==> config.mk <==
export PLATFORM = sky130hd
export DESIGN_NAME = depth_roi_point_backprojector
export DESIGN_NICKNAME = d
export VERILOG_FILES = /design/src/rtl/drpb_pkg.sv /design/src/rtl/depth_roi_point_backprojector.sv /design/src/rtl/drpb_front.sv /design/src/rtl/drpb_queue.sv /design/src/rtl/drpb_back.sv
export SDC_FILE = /design/constraint.sdc
export NUM_CORES = 2
export LEC_CHECK = 0
export CORE_MARGIN = 10
export CORE_UTILIZATION = 60
export DETAILED_ROUTE_END_ITERATION = 7
export DONT_BUFFER_PORTS = 1
export GPL_ROUTABILITY_DRIVEN = 0
export GPL_TIMING_DRIVEN = 1
export PLACE_DENSITY = 0.84
export REMOVE_ABC_BUFFERS = 1
export SKIP_CTS_REPAIR_TIMING = 1
export SKIP_LAST_GASP = 1
export SYNTH_ARGS = -nofsm -noshare
export SYNTH_HDL_FRONTEND = slang
export SYNTH_SLANG_ARGS = --single-unit
==> constraint.sdc <==
create_clock -name clock -period 8.05 [get_ports clock]
set_clock_uncertainty 0.05 [all_clocks]
set_input_delay 0.4025 -clock clock [delete_from_list [all_inputs] [get_ports clock]]
set_output_delay 0.4025 -clock clock [all_outputs]
set_load 0.02 [all_outputs]
==> src/rtl/drpb_pkg.sv <==
// Shared types and constants for the depth ROI point back-projector.
// Used by the front, queue, back and top-level modules; no dependencies.
package drpb_pkg;

   // Configuration register indexes.
   localparam logic [2:0] REG_ROI_CENTER_X    = 3'd0;
   localparam logic [2:0] REG_ROI_CENTER_Y    = 3'd1;
   localparam logic [2:0] REG_ROI_WIDTH       = 3'd2;
   localparam logic [2:0] REG_ROI_HEIGHT      = 3'd3;
   localparam logic [2:0] REG_PRINCIPAL_X_Q4  = 3'd4;
   localparam logic [2:0] REG_PRINCIPAL_Y_Q4  = 3'd5;
   localparam logic [2:0] REG_INV_FOCAL_X_Q24 = 3'd6;
   localparam logic [2:0] REG_INV_FOCAL_Y_Q24 = 3'd7;

   localparam int CSR_INDEX_W = 3;
   localparam int CSR_DATA_W  = 18;

   // Register reset values.
   localparam logic [9:0]  RST_ROI_CENTER_X    = 10'd320;
   localparam logic [9:0]  RST_ROI_CENTER_Y    = 10'd240;
   localparam logic [9:0]  RST_ROI_WIDTH       = 10'd0;
   localparam logic [9:0]  RST_ROI_HEIGHT      = 10'd0;
   localparam logic [13:0] RST_PRINCIPAL_X_Q4  = 14'd5149;
   localparam logic [13:0] RST_PRINCIPAL_Y_Q4  = 14'd3796;
   localparam logic [17:0] RST_INV_FOCAL_X_Q24 = 18'd27239;
   localparam logic [17:0] RST_INV_FOCAL_Y_Q24 = 18'd27254;

   // Accepted depth window in millimeters.
   localparam logic [15:0] DEPTH_MIN_MM = 16'd101;
   localparam logic [15:0] DEPTH_MAX_MM = 16'd4999;

   // Output saturation limits, as magnitudes.
   localparam logic [21:0] OUT_POS_MAX = 22'd524287;
   localparam logic [21:0] OUT_NEG_MAX = 22'd524288;
   localparam logic [19:0] OUT_POS_SAT = 20'h7FFFF;
   localparam logic [19:0] OUT_NEG_SAT = 20'h80000;

   typedef struct packed {
      logic [9:0]  roi_center_x;
      logic [9:0]  roi_center_y;
      logic [9:0]  roi_width;
      logic [9:0]  roi_height;
      logic [13:0] principal_x_q4;
      logic [13:0] principal_y_q4;
      logic [17:0] inv_focal_x_q24;
      logic [17:0] inv_focal_y_q24;
   } drpb_cfg_type;

   // A classified pixel waiting for back-projection.
   typedef struct packed {
      logic        neg_x;
      logic [13:0] mag_x;
      logic        neg_y;
      logic [13:0] mag_y;
      logic [12:0] z_mm;
      logic [7:0]  blue;
      logic [7:0]  green;
      logic [7:0]  red;
   } drpb_entry_type;

   // Box test on one axis: centre - size/2 <= p < centre + size/2, even offset.
   function automatic logic axis_in_box(input logic [9:0] p, input logic [9:0] centre,
                                        input logic [9:0] size);
      logic signed [11:0] lo;
      logic signed [11:0] hi;
      logic signed [11:0] pos;
      lo  = $signed({2'b00, centre}) - $signed({3'b000, size[9:1]});
      hi  = $signed({2'b00, centre}) + $signed({3'b000, size[9:1]});
      pos = $signed({2'b00, p});
      return (pos >= lo) && (pos < hi) && (p[0] == lo[0]);
   endfunction

   // Offset of a pixel from the principal point, in sixteenths, as sign and magnitude.
   function automatic logic [14:0] principal_offset(input logic [9:0] p,
                                                    input logic [13:0] principal);
      logic signed [14:0] d;
      logic signed [14:0] m;
      d = $signed({1'b0, p, 4'b0000}) - $signed({1'b0, principal});
      m = d[14] ? -d : d;
      return {d[14], m[13:0]};
   endfunction

endpackage

==> src/rtl/depth_roi_point_backprojector.sv <==
// Depth ROI point back-projector, top level: register file, front end,
// queue and back end. Uses drpb_pkg, drpb_front, drpb_queue and drpb_back.
//
// Usage: each request on the req_ channel is one depth pixel (column, row,
// raw depth in mm, color). A pixel inside the image and the configured box,
// at an even offset from the box start and with a depth of 101 to 4999 mm,
// produces one response on the rsp_ channel: X and Y in 1/16 mm (saturated to
// 20 bits signed), Z in mm and the color. Other pixels produce nothing.
// Both channels move an item at a clock edge where valid is high and stall is
// low. Configuration is written through csr_wr_en, csr_index and csr_wdata;
// the user must write it only while the block is idle; the block does not enforce this.
// Throughput is one request per cycle while req_stall is low. A response passes
// through the classify register, the queue, and the two multiply stages ahead
// of the response register.
// While the receiver stalls, the back pipeline holds; the front keeps taking
// requests until the queue of QUEUE_DEPTH entries is full and a passing pixel
// waits in the classify register, then stalls req_.
// Reset is synchronous: it empties the pipeline and queue and loads the
// register defaults (empty box, so nothing passes until a box is written).
module depth_roi_point_backprojector
   import drpb_pkg::*;
#(
   parameter int IMAGE_WIDTH  = 640,
   parameter int IMAGE_HEIGHT = 480,
   parameter int QUEUE_DEPTH  = 4
) (
   input  logic                   clock,
   input  logic                   reset,
   input  logic                   csr_wr_en,
   input  logic [CSR_INDEX_W-1:0] csr_index,
   input  logic [CSR_DATA_W-1:0]  csr_wdata,
   input  logic                   req_valid,
   output logic                   req_stall,
   input  logic [9:0]             req_pixel_col,
   input  logic [9:0]             req_pixel_row,
   input  logic [15:0]            req_depth_raw,
   input  logic [7:0]             req_blue,
   input  logic [7:0]             req_green,
   input  logic [7:0]             req_red,
   output logic                   rsp_valid,
   input  logic                   rsp_stall,
   output logic signed [19:0]     rsp_point_x_q4,
   output logic signed [19:0]     rsp_point_y_q4,
   output logic [12:0]            rsp_point_z_mm,
   output logic [7:0]             rsp_out_blue,
   output logic [7:0]             rsp_out_green,
   output logic [7:0]             rsp_out_red
);

   drpb_cfg_type   cfg_ff, cfg_in;
   logic           push_valid;
   drpb_entry_type push_entry;
   logic           queue_full;
   logic           pop;
   logic           pop_valid;
   drpb_entry_type pop_entry;

   // Configuration register writes.
   always_comb begin
      cfg_in = cfg_ff;
      if (csr_wr_en) begin
         case (csr_index)
            REG_ROI_CENTER_X:    cfg_in.roi_center_x    = csr_wdata[9:0];
            REG_ROI_CENTER_Y:    cfg_in.roi_center_y    = csr_wdata[9:0];
            REG_ROI_WIDTH:       cfg_in.roi_width       = csr_wdata[9:0];
            REG_ROI_HEIGHT:      cfg_in.roi_height      = csr_wdata[9:0];
            REG_PRINCIPAL_X_Q4:  cfg_in.principal_x_q4  = csr_wdata[13:0];
            REG_PRINCIPAL_Y_Q4:  cfg_in.principal_y_q4  = csr_wdata[13:0];
            REG_INV_FOCAL_X_Q24: cfg_in.inv_focal_x_q24 = csr_wdata[17:0];
            REG_INV_FOCAL_Y_Q24: cfg_in.inv_focal_y_q24 = csr_wdata[17:0];
            default:             cfg_in = cfg_ff;
         endcase
      end
   end

   always_ff @(posedge clock) begin
      if (reset) begin
         cfg_ff.roi_center_x    <= RST_ROI_CENTER_X;
         cfg_ff.roi_center_y    <= RST_ROI_CENTER_Y;
         cfg_ff.roi_width       <= RST_ROI_WIDTH;
         cfg_ff.roi_height      <= RST_ROI_HEIGHT;
         cfg_ff.principal_x_q4  <= RST_PRINCIPAL_X_Q4;
         cfg_ff.principal_y_q4  <= RST_PRINCIPAL_Y_Q4;
         cfg_ff.inv_focal_x_q24 <= RST_INV_FOCAL_X_Q24;
         cfg_ff.inv_focal_y_q24 <= RST_INV_FOCAL_Y_Q24;
      end else begin
         cfg_ff <= cfg_in;
      end
   end

   // Front end: request acceptance and classification.
   drpb_front #(
      .IMAGE_WIDTH  (IMAGE_WIDTH),
      .IMAGE_HEIGHT (IMAGE_HEIGHT)
   ) u_front (
      .clock         (clock),
      .reset         (reset),
      .cfg           (cfg_ff),
      .req_valid     (req_valid),
      .req_stall     (req_stall),
      .req_pixel_col (req_pixel_col),
      .req_pixel_row (req_pixel_row),
      .req_depth_raw (req_depth_raw),
      .req_blue      (req_blue),
      .req_green     (req_green),
      .req_red       (req_red),
      .push_valid    (push_valid),
      .push_entry    (push_entry),
      .queue_full    (queue_full)
   );

   // Decoupling queue.
   drpb_queue #(
      .DEPTH (QUEUE_DEPTH)
   ) u_queue (
      .clock      (clock),
      .reset      (reset),
      .push_valid (push_valid),
      .push_entry (push_entry),
      .full       (queue_full),
      .pop        (pop),
      .pop_valid  (pop_valid),
      .pop_entry  (pop_entry)
   );

   // Back end: projection arithmetic and response register.
   drpb_back u_back (
      .clock          (clock),
      .reset          (reset),
      .cfg            (cfg_ff),
      .pop_valid      (pop_valid),
      .pop_entry      (pop_entry),
      .pop            (pop),
      .rsp_valid      (rsp_valid),
      .rsp_stall      (rsp_stall),
      .rsp_point_x_q4 (rsp_point_x_q4),
      .rsp_point_y_q4 (rsp_point_y_q4),
      .rsp_point_z_mm (rsp_point_z_mm),
      .rsp_out_blue   (rsp_out_blue),
      .rsp_out_green  (rsp_out_green),
      .rsp_out_red    (rsp_out_red)
   );

endmodule

==> src/rtl/drpb_front.sv <==
// Front end: accepts pixel requests, runs the image, box and depth tests,
// and forwards passing pixels with their principal offsets. Uses drpb_pkg.
module drpb_front
   import drpb_pkg::*;
#(
   parameter int IMAGE_WIDTH  = 640,
   parameter int IMAGE_HEIGHT = 480
) (
   input  logic           clock,
   input  logic           reset,
   input  drpb_cfg_type   cfg,
   input  logic           req_valid,
   output logic           req_stall,
   input  logic [9:0]     req_pixel_col,
   input  logic [9:0]     req_pixel_row,
   input  logic [15:0]    req_depth_raw,
   input  logic [7:0]     req_blue,
   input  logic [7:0]     req_green,
   input  logic [7:0]     req_red,
   output logic           push_valid,
   output drpb_entry_type push_entry,
   input  logic           queue_full
);

   logic           valid_ff, valid_in;
   drpb_entry_type entry_ff, entry_in;
   logic           pass;
   logic           load;
   logic [14:0]    off_x, off_y;

   // Classification of the incoming request.
   always_comb begin
      pass = ({1'b0, req_pixel_col} < 11'(IMAGE_WIDTH)) &&
             ({1'b0, req_pixel_row} < 11'(IMAGE_HEIGHT)) &&
             axis_in_box(req_pixel_col, cfg.roi_center_x, cfg.roi_width) &&
             axis_in_box(req_pixel_row, cfg.roi_center_y, cfg.roi_height) &&
             (req_depth_raw >= DEPTH_MIN_MM) && (req_depth_raw <= DEPTH_MAX_MM);
      off_x = principal_offset(req_pixel_col, cfg.principal_x_q4);
      off_y = principal_offset(req_pixel_row, cfg.principal_y_q4);
      entry_in.neg_x = off_x[14];
      entry_in.mag_x = off_x[13:0];
      entry_in.neg_y = off_y[14];
      entry_in.mag_y = off_y[13:0];
      entry_in.z_mm  = req_depth_raw[12:0];
      entry_in.blue  = req_blue;
      entry_in.green = req_green;
      entry_in.red   = req_red;
   end

   // The stage moves whenever it is empty or its entry enters the queue.
   assign load      = !valid_ff || !queue_full;
   assign req_stall = valid_ff && queue_full;
   assign valid_in  = load ? (req_valid && pass) : valid_ff;

   always_ff @(posedge clock) begin
      if (reset) begin
         valid_ff <= 1'b0;
      end else begin
         valid_ff <= valid_in;
      end
   end

   always_ff @(posedge clock) begin
      if (load) begin
         entry_ff <= entry_in;
      end
   end

   assign push_valid = valid_ff;
   assign push_entry = entry_ff;

endmodule

==> src/rtl/drpb_queue.sv <==
// Short FIFO between the front and back ends so each side stalls on its own.
// Uses drpb_pkg for the entry type.
module drpb_queue
   import drpb_pkg::*;
#(
   parameter int DEPTH = 4
) (
   input  logic           clock,
   input  logic           reset,
   input  logic           push_valid,
   input  drpb_entry_type push_entry,
   output logic           full,
   input  logic           pop,
   output logic           pop_valid,
   output drpb_entry_type pop_entry
);

   localparam int PTR_W = (DEPTH > 1) ? $clog2(DEPTH) : 1;
   localparam int CNT_W = $clog2(DEPTH + 1);

   drpb_entry_type       slots_ff [DEPTH];
   logic [PTR_W-1:0]     wr_ptr_ff, wr_ptr_in;
   logic [PTR_W-1:0]     rd_ptr_ff, rd_ptr_in;
   logic [CNT_W-1:0]     count_ff, count_in;
   logic                 do_push, do_pop;

   assign full      = (count_ff == CNT_W'(DEPTH));
   assign pop_valid = (count_ff != '0);
   assign do_push   = push_valid && !full;
   assign do_pop    = pop && pop_valid;
   assign pop_entry = slots_ff[rd_ptr_ff];

   // Pointer and occupancy update.
   always_comb begin
      wr_ptr_in = wr_ptr_ff;
      rd_ptr_in = rd_ptr_ff;
      count_in  = count_ff;
      if (do_push) begin
         wr_ptr_in = (wr_ptr_ff == PTR_W'(DEPTH - 1)) ? '0 : wr_ptr_ff + 1'b1;
      end
      if (do_pop) begin
         rd_ptr_in = (rd_ptr_ff == PTR_W'(DEPTH - 1)) ? '0 : rd_ptr_ff + 1'b1;
      end
      if (do_push && !do_pop) begin
         count_in = count_ff + 1'b1;
      end else if (do_pop && !do_push) begin
         count_in = count_ff - 1'b1;
      end
   end

   always_ff @(posedge clock) begin
      if (reset) begin
         wr_ptr_ff <= '0;
         rd_ptr_ff <= '0;
         count_ff  <= '0;
      end else begin
         wr_ptr_ff <= wr_ptr_in;
         rd_ptr_ff <= rd_ptr_in;
         count_ff  <= count_in;
      end
   end

   always_ff @(posedge clock) begin
      if (do_push) begin
         slots_ff[wr_ptr_ff] <= push_entry;
      end
   end

endmodule

==> src/rtl/drpb_back.sv <==
// Back end: three-stage back-projection pipeline (offset times depth, times
// reciprocal focal length, round and saturate) ending in the response register.
// Uses drpb_pkg.
module drpb_back
   import drpb_pkg::*;
(
   input  logic               clock,
   input  logic               reset,
   input  drpb_cfg_type       cfg,
   input  logic               pop_valid,
   input  drpb_entry_type     pop_entry,
   output logic               pop,
   output logic               rsp_valid,
   input  logic               rsp_stall,
   output logic signed [19:0] rsp_point_x_q4,
   output logic signed [19:0] rsp_point_y_q4,
   output logic [12:0]        rsp_point_z_mm,
   output logic [7:0]         rsp_out_blue,
   output logic [7:0]         rsp_out_green,
   output logic [7:0]         rsp_out_red
);

   localparam logic [45:0] ROUND_HALF = 46'd1 << 23;

   typedef struct packed {
      logic        neg_x;
      logic [26:0] prod_x;
      logic        neg_y;
      logic [26:0] prod_y;
      logic [12:0] z_mm;
      logic [23:0] color;
   } drpb_s1_type;

   typedef struct packed {
      logic        neg_x;
      logic [44:0] prod_x;
      logic        neg_y;
      logic [44:0] prod_y;
      logic [12:0] z_mm;
      logic [23:0] color;
   } drpb_s2_type;

   logic        adv;
   logic        s1_valid_ff, s1_valid_in;
   logic        s2_valid_ff, s2_valid_in;
   logic        out_valid_ff, out_valid_in;
   drpb_s1_type s1_ff, s1_in;
   drpb_s2_type s2_ff, s2_in;
   logic [19:0] x_ff, x_in;
   logic [19:0] y_ff, y_in;
   logic [12:0] z_ff;
   logic [23:0] color_ff;
   logic [45:0] sum_x, sum_y;
   logic [21:0] q_x, q_y;

   // The whole pipeline moves together unless the response is held.
   assign adv          = !out_valid_ff || !rsp_stall;
   assign pop          = adv;
   assign s1_valid_in  = pop_valid;
   assign s2_valid_in  = s1_valid_ff;
   assign out_valid_in = s2_valid_ff;

   // Stage one: offset magnitude times depth.
   always_comb begin
      s1_in.neg_x  = pop_entry.neg_x;
      s1_in.prod_x = {13'd0, pop_entry.mag_x} * {14'd0, pop_entry.z_mm};
      s1_in.neg_y  = pop_entry.neg_y;
      s1_in.prod_y = {13'd0, pop_entry.mag_y} * {14'd0, pop_entry.z_mm};
      s1_in.z_mm   = pop_entry.z_mm;
      s1_in.color  = {pop_entry.blue, pop_entry.green, pop_entry.red};
   end

   // Stage two: times the Q24 reciprocal focal length.
   always_comb begin
      s2_in.neg_x  = s1_ff.neg_x;
      s2_in.prod_x = {18'd0, s1_ff.prod_x} * {27'd0, cfg.inv_focal_x_q24};
      s2_in.neg_y  = s1_ff.neg_y;
      s2_in.prod_y = {18'd0, s1_ff.prod_y} * {27'd0, cfg.inv_focal_y_q24};
      s2_in.z_mm   = s1_ff.z_mm;
      s2_in.color  = s1_ff.color;
   end

   // Stage three: round half away from zero, restore sign, saturate to 20 bits.
   always_comb begin
      sum_x = {1'b0, s2_ff.prod_x} + ROUND_HALF;
      sum_y = {1'b0, s2_ff.prod_y} + ROUND_HALF;
      q_x   = sum_x[45:24];
      q_y   = sum_y[45:24];
      if (s2_ff.neg_x) begin
         x_in = (q_x > OUT_NEG_MAX) ? OUT_NEG_SAT : 20'(22'd0 - q_x);
      end else begin
         x_in = (q_x > OUT_POS_MAX) ? OUT_POS_SAT : q_x[19:0];
      end
      if (s2_ff.neg_y) begin
         y_in = (q_y > OUT_NEG_MAX) ? OUT_NEG_SAT : 20'(22'd0 - q_y);
      end else begin
         y_in = (q_y > OUT_POS_MAX) ? OUT_POS_SAT : q_y[19:0];
      end
   end

   always_ff @(posedge clock) begin
      if (reset) begin
         s1_valid_ff  <= 1'b0;
         s2_valid_ff  <= 1'b0;
         out_valid_ff <= 1'b0;
      end else if (adv) begin
         s1_valid_ff  <= s1_valid_in;
         s2_valid_ff  <= s2_valid_in;
         out_valid_ff <= out_valid_in;
      end
   end

   always_ff @(posedge clock) begin
      if (adv) begin
         s1_ff    <= s1_in;
         s2_ff    <= s2_in;
         x_ff     <= x_in;
         y_ff     <= y_in;
         z_ff     <= s2_ff.z_mm;
         color_ff <= s2_ff.color;
      end
   end

   assign rsp_valid      = out_valid_ff;
   assign rsp_point_x_q4 = $signed(x_ff);
   assign rsp_point_y_q4 = $signed(y_ff);
   assign rsp_point_z_mm = z_ff;
   assign rsp_out_blue   = color_ff[23:16];
   assign rsp_out_green  = color_ff[15:8];
   assign rsp_out_red    = color_ff[7:0];

endmodule

==> results.py <==
metrics = {
    "clocking": {
        "clkTransAtPathRegs_ns": 0.07,
        "numCtsBuffers": 76,
        "clock_path_buffers": 3,
        "cts_max_level": 3,
        "cts_tree": "built",
        "root_buffer": "clkbuf_16",
        "clkSinkCount": 703,
        "clkLatencyLatePin_ns": 0.73,
    },
    "route": {
        "drtIter0Drc": 5044,
        "wl_met1_um": 63310,
        "post-route-drc-count": 6,
        "via_per_inst": 5.914,
        "wire_per_inst_um": 21.16,
        "drt-total-wl_um": 180400,
        "wl_met2_um": 86940,
        "vias": 50409,
        "top_layer": "met5",
        "ant_nets": 0,
        "wl_met3_um": 18990,
        "firstDrtPassIters": 8,
    },
    "worst_hold_path": {
        "whs_path_depth": 4,
        "holdCritPathClass": "in -> reg",
        "min_to": "cfg_ff[98]",
        "hp-start": "csr_index[0]",
    },
    "sta": {
        "setup_viol": 0,
        "hold_viol_final": 0,
        "relSlewSlack_pct": 16.42,
        "fin_crit_ns": 7.669,
        "fmax_ghz": 0.1304,
        "drv_slew": 0,
        "rsz0062_at_grt": "false",
        "worst_pin_slew_ns": 1.254,
        "fin_crit_sh_pct": 95.27,
        "fin_hold_ws_ns": 0.04975,
    },
    "setup_path": {
        "crit_path_max_fanout": 29,
        "worstRegToRegCells": 21,
        "r2r_end": "u_back.s1_ff[91]",
        "arrival_ns": 8.05,
        "end_kind": "register",
        "cp.required_ns": 8.43,
        "rrSetupSlack_ns": 0.38,
        "cp-start-kind": "register",
        "crit_type": "reg -> reg",
    },
    "synth": {
        "syn_area_sq_um": 71030,
        "ys_seq_area_share_pct": 28.10,
        "yosysWarnings": 0,
        "synth_cell_types": 95,
        "yosysTopAreaCell": "fa_1",
        "ys.flop_type": "edfxtp_1",
        "async_reset_ff_share_pct": 0,
        "synthCells": 6990,
        "synth_edf_count": 588,
        "ys_ff_latch": 703,
        "avgSynthCellArea_sq_um": 10.16,
        "synth_top_area_share_pct": 30.02,
        "synthTopCellsByArea": "fa_1, edfxtp_1, ha_1",
    },
    "finish": {
        "drive_gt1_share_pct": 5.012,
        "instances_no_fill": 8524,
        "final_common_cell": "inv_1",
        "fillCellCount": 8293,
        "finalInstanceArea_sq_um": 75940,
        "fin_util_pct": 64.49,
        "most-common-layout-cells": "inv_1, fa_1, nand2_1",
        "final_nets": 8555,
        "area_delta_synth_final_pct": 6.925,
    },
    "run": {
        "max_cap_violations": 0,
    },
    "placement": {
        "dp.cells": 8320,
        "place_area_sq_um": 72600,
        "port_buffers": 0,
        "dp_hpwl_um": 128500,
    },
    "global_route": {
        "track_usage_pct": 27.10,
        "antenna_found_initial": 12,
        "overflow": 0,
        "grt_max_degree": 172,
        "grt_pass1_vias": 54464,
        "grt_first_pass_wirelength_um": 284500,
    },
    "run_status": {
        "status": "finished with violations",
        "failed_checks": "design-rule violations",
    },
    "floorplan": {
        "core_sq_um": 117800,
        "io_pins": 165,
        "initial_core_util_pct": 60.31,
        "die_h_um": 364.1,
        "die_x_um": 364.1,
        "core.rowCount": 126,
        "dieArea_sq_um": 132500,
    },
}
critical path, stage by stage, from the launching register on:
cell and delay, ns:
dfxtp_4 0.68, buf_12 0.29, mux2_2 0.40, o21ai_0 0.89
nor2_1 0.15, fa_1 0.56, inv_1 0.06, fa_1 0.47
fa_1 0.52, fa_1 0.45, fa_1 0.50, inv_1 0.04
ha_1 0.32, a21o_1 0.17, a21oi_1 0.14, o21ai_0 0.18
nand3_1 0.14, o311ai_0 0.24, o41ai_1 0.45, o21ai_0 0.21
o41ai_1 0.33, xnor2_1 0.12
synth_stat cells, drive strengths merged, types with 22 or more instances:
cell    instances
a21o           61
dfxtp         115
xor2           58
ha            484
o21bai         25
a21oi         191
nor2b          46
nand2        1062
and2          445
nand3          60
nor2          298
a31oi          23
edfxtp        588
xnor2         138
inv          1365
mux4           37
nor3           52
fa           1065
clkbuf        291
nand3b         29
o21a           51
mux2           33
mux2i          40
nand4          24
and3           22
o21ai         115
nand2b         26
a211oi         24
routing by layer:
layer / global-route usage (%) / up-vias
met5: 0 / -
met3: 6.670 / 823
li1: - / 21742
met4: 14.63 / 10
met1: 32.00 / 24900
met2: 45.58 / 2934
how the worst max path moves through the flow:
stage	start	cells past startpoint	slack (ns)	endpoint
2_1_floorplan	register	21	-1.99	u_back.s1_ff[62]
5_1_grt	register	23	0.02	u_back.s1_ff[63]
4_1_cts	register	22	0.44	u_back.s1_ff[61]
6_report	register	21	0.38	u_back.s1_ff[91]
3_5_place_dp	register	22	0.47	u_back.s1_ff[61]
3_3_place_gp	register	22	0.78	u_back.s1_ff[61]
metrics by stage:
stage	setup slack (ns)	setup TNS, ns
floorplan	-1.988	-44.98
global placement	0.7842	0
detailed placement	0.4694	0
CTS	0.4432	0
global route	0.01801	0
finish	0.3808	0
area by class of cell:
cell class,count,area [sq um],share of cell area [%]
multi-input combinational,4609,44760,58.94
sequential,703,19970,26.29
inverter,1366,5127,6.752
clock buffer,94,2044,2.692
tap,1536,1922,2.531
timing repair buffer,164,1419,1.868
clock inverter,47,690.7,0.9094
antenna,5,12.51,0.01648
flip-flops by register name, indices dropped and copies added (netlist names), named ones only:
register and count:
u_back.s1_valid_ff 1, u_back.color_ff 24, u_front.push_entry 67, u_back.out_valid_in 1, cfg_ff 102, u_back.rsp_point_y_q4 20, u_queue.wr_ptr_ff 2, u_back.rsp_valid 1
u_back.rsp_point_z_mm 13, u_back.s1_ff 93, u_back.s2_ff 83, u_queue.count_ff 3, u_queue.slots_ff 268, u_back.rsp_point_x_q4 20, u_queue.rd_ptr_ff 2, u_front.push_valid 1
cell families (layout without fill, tap and decap cells):
group	Yosys count	count (layout)	synth area share, %
and+or+nand+nor	2133	2133	14.06
xor gates and xnor gates	196	196	2.417
buffers and inverters	1678	1671	8.945
DFF	703	703	28.10
adders and majority gates	1549	1549	38.54
muxes	110	110	2.260
other	0	5	0
AOI/OAI and AO/OA	621	621	5.669
Power is left out: the tool's default activity adds up to more than one toggle a clock period on the data nets, which glitch-free logic cannot reach.
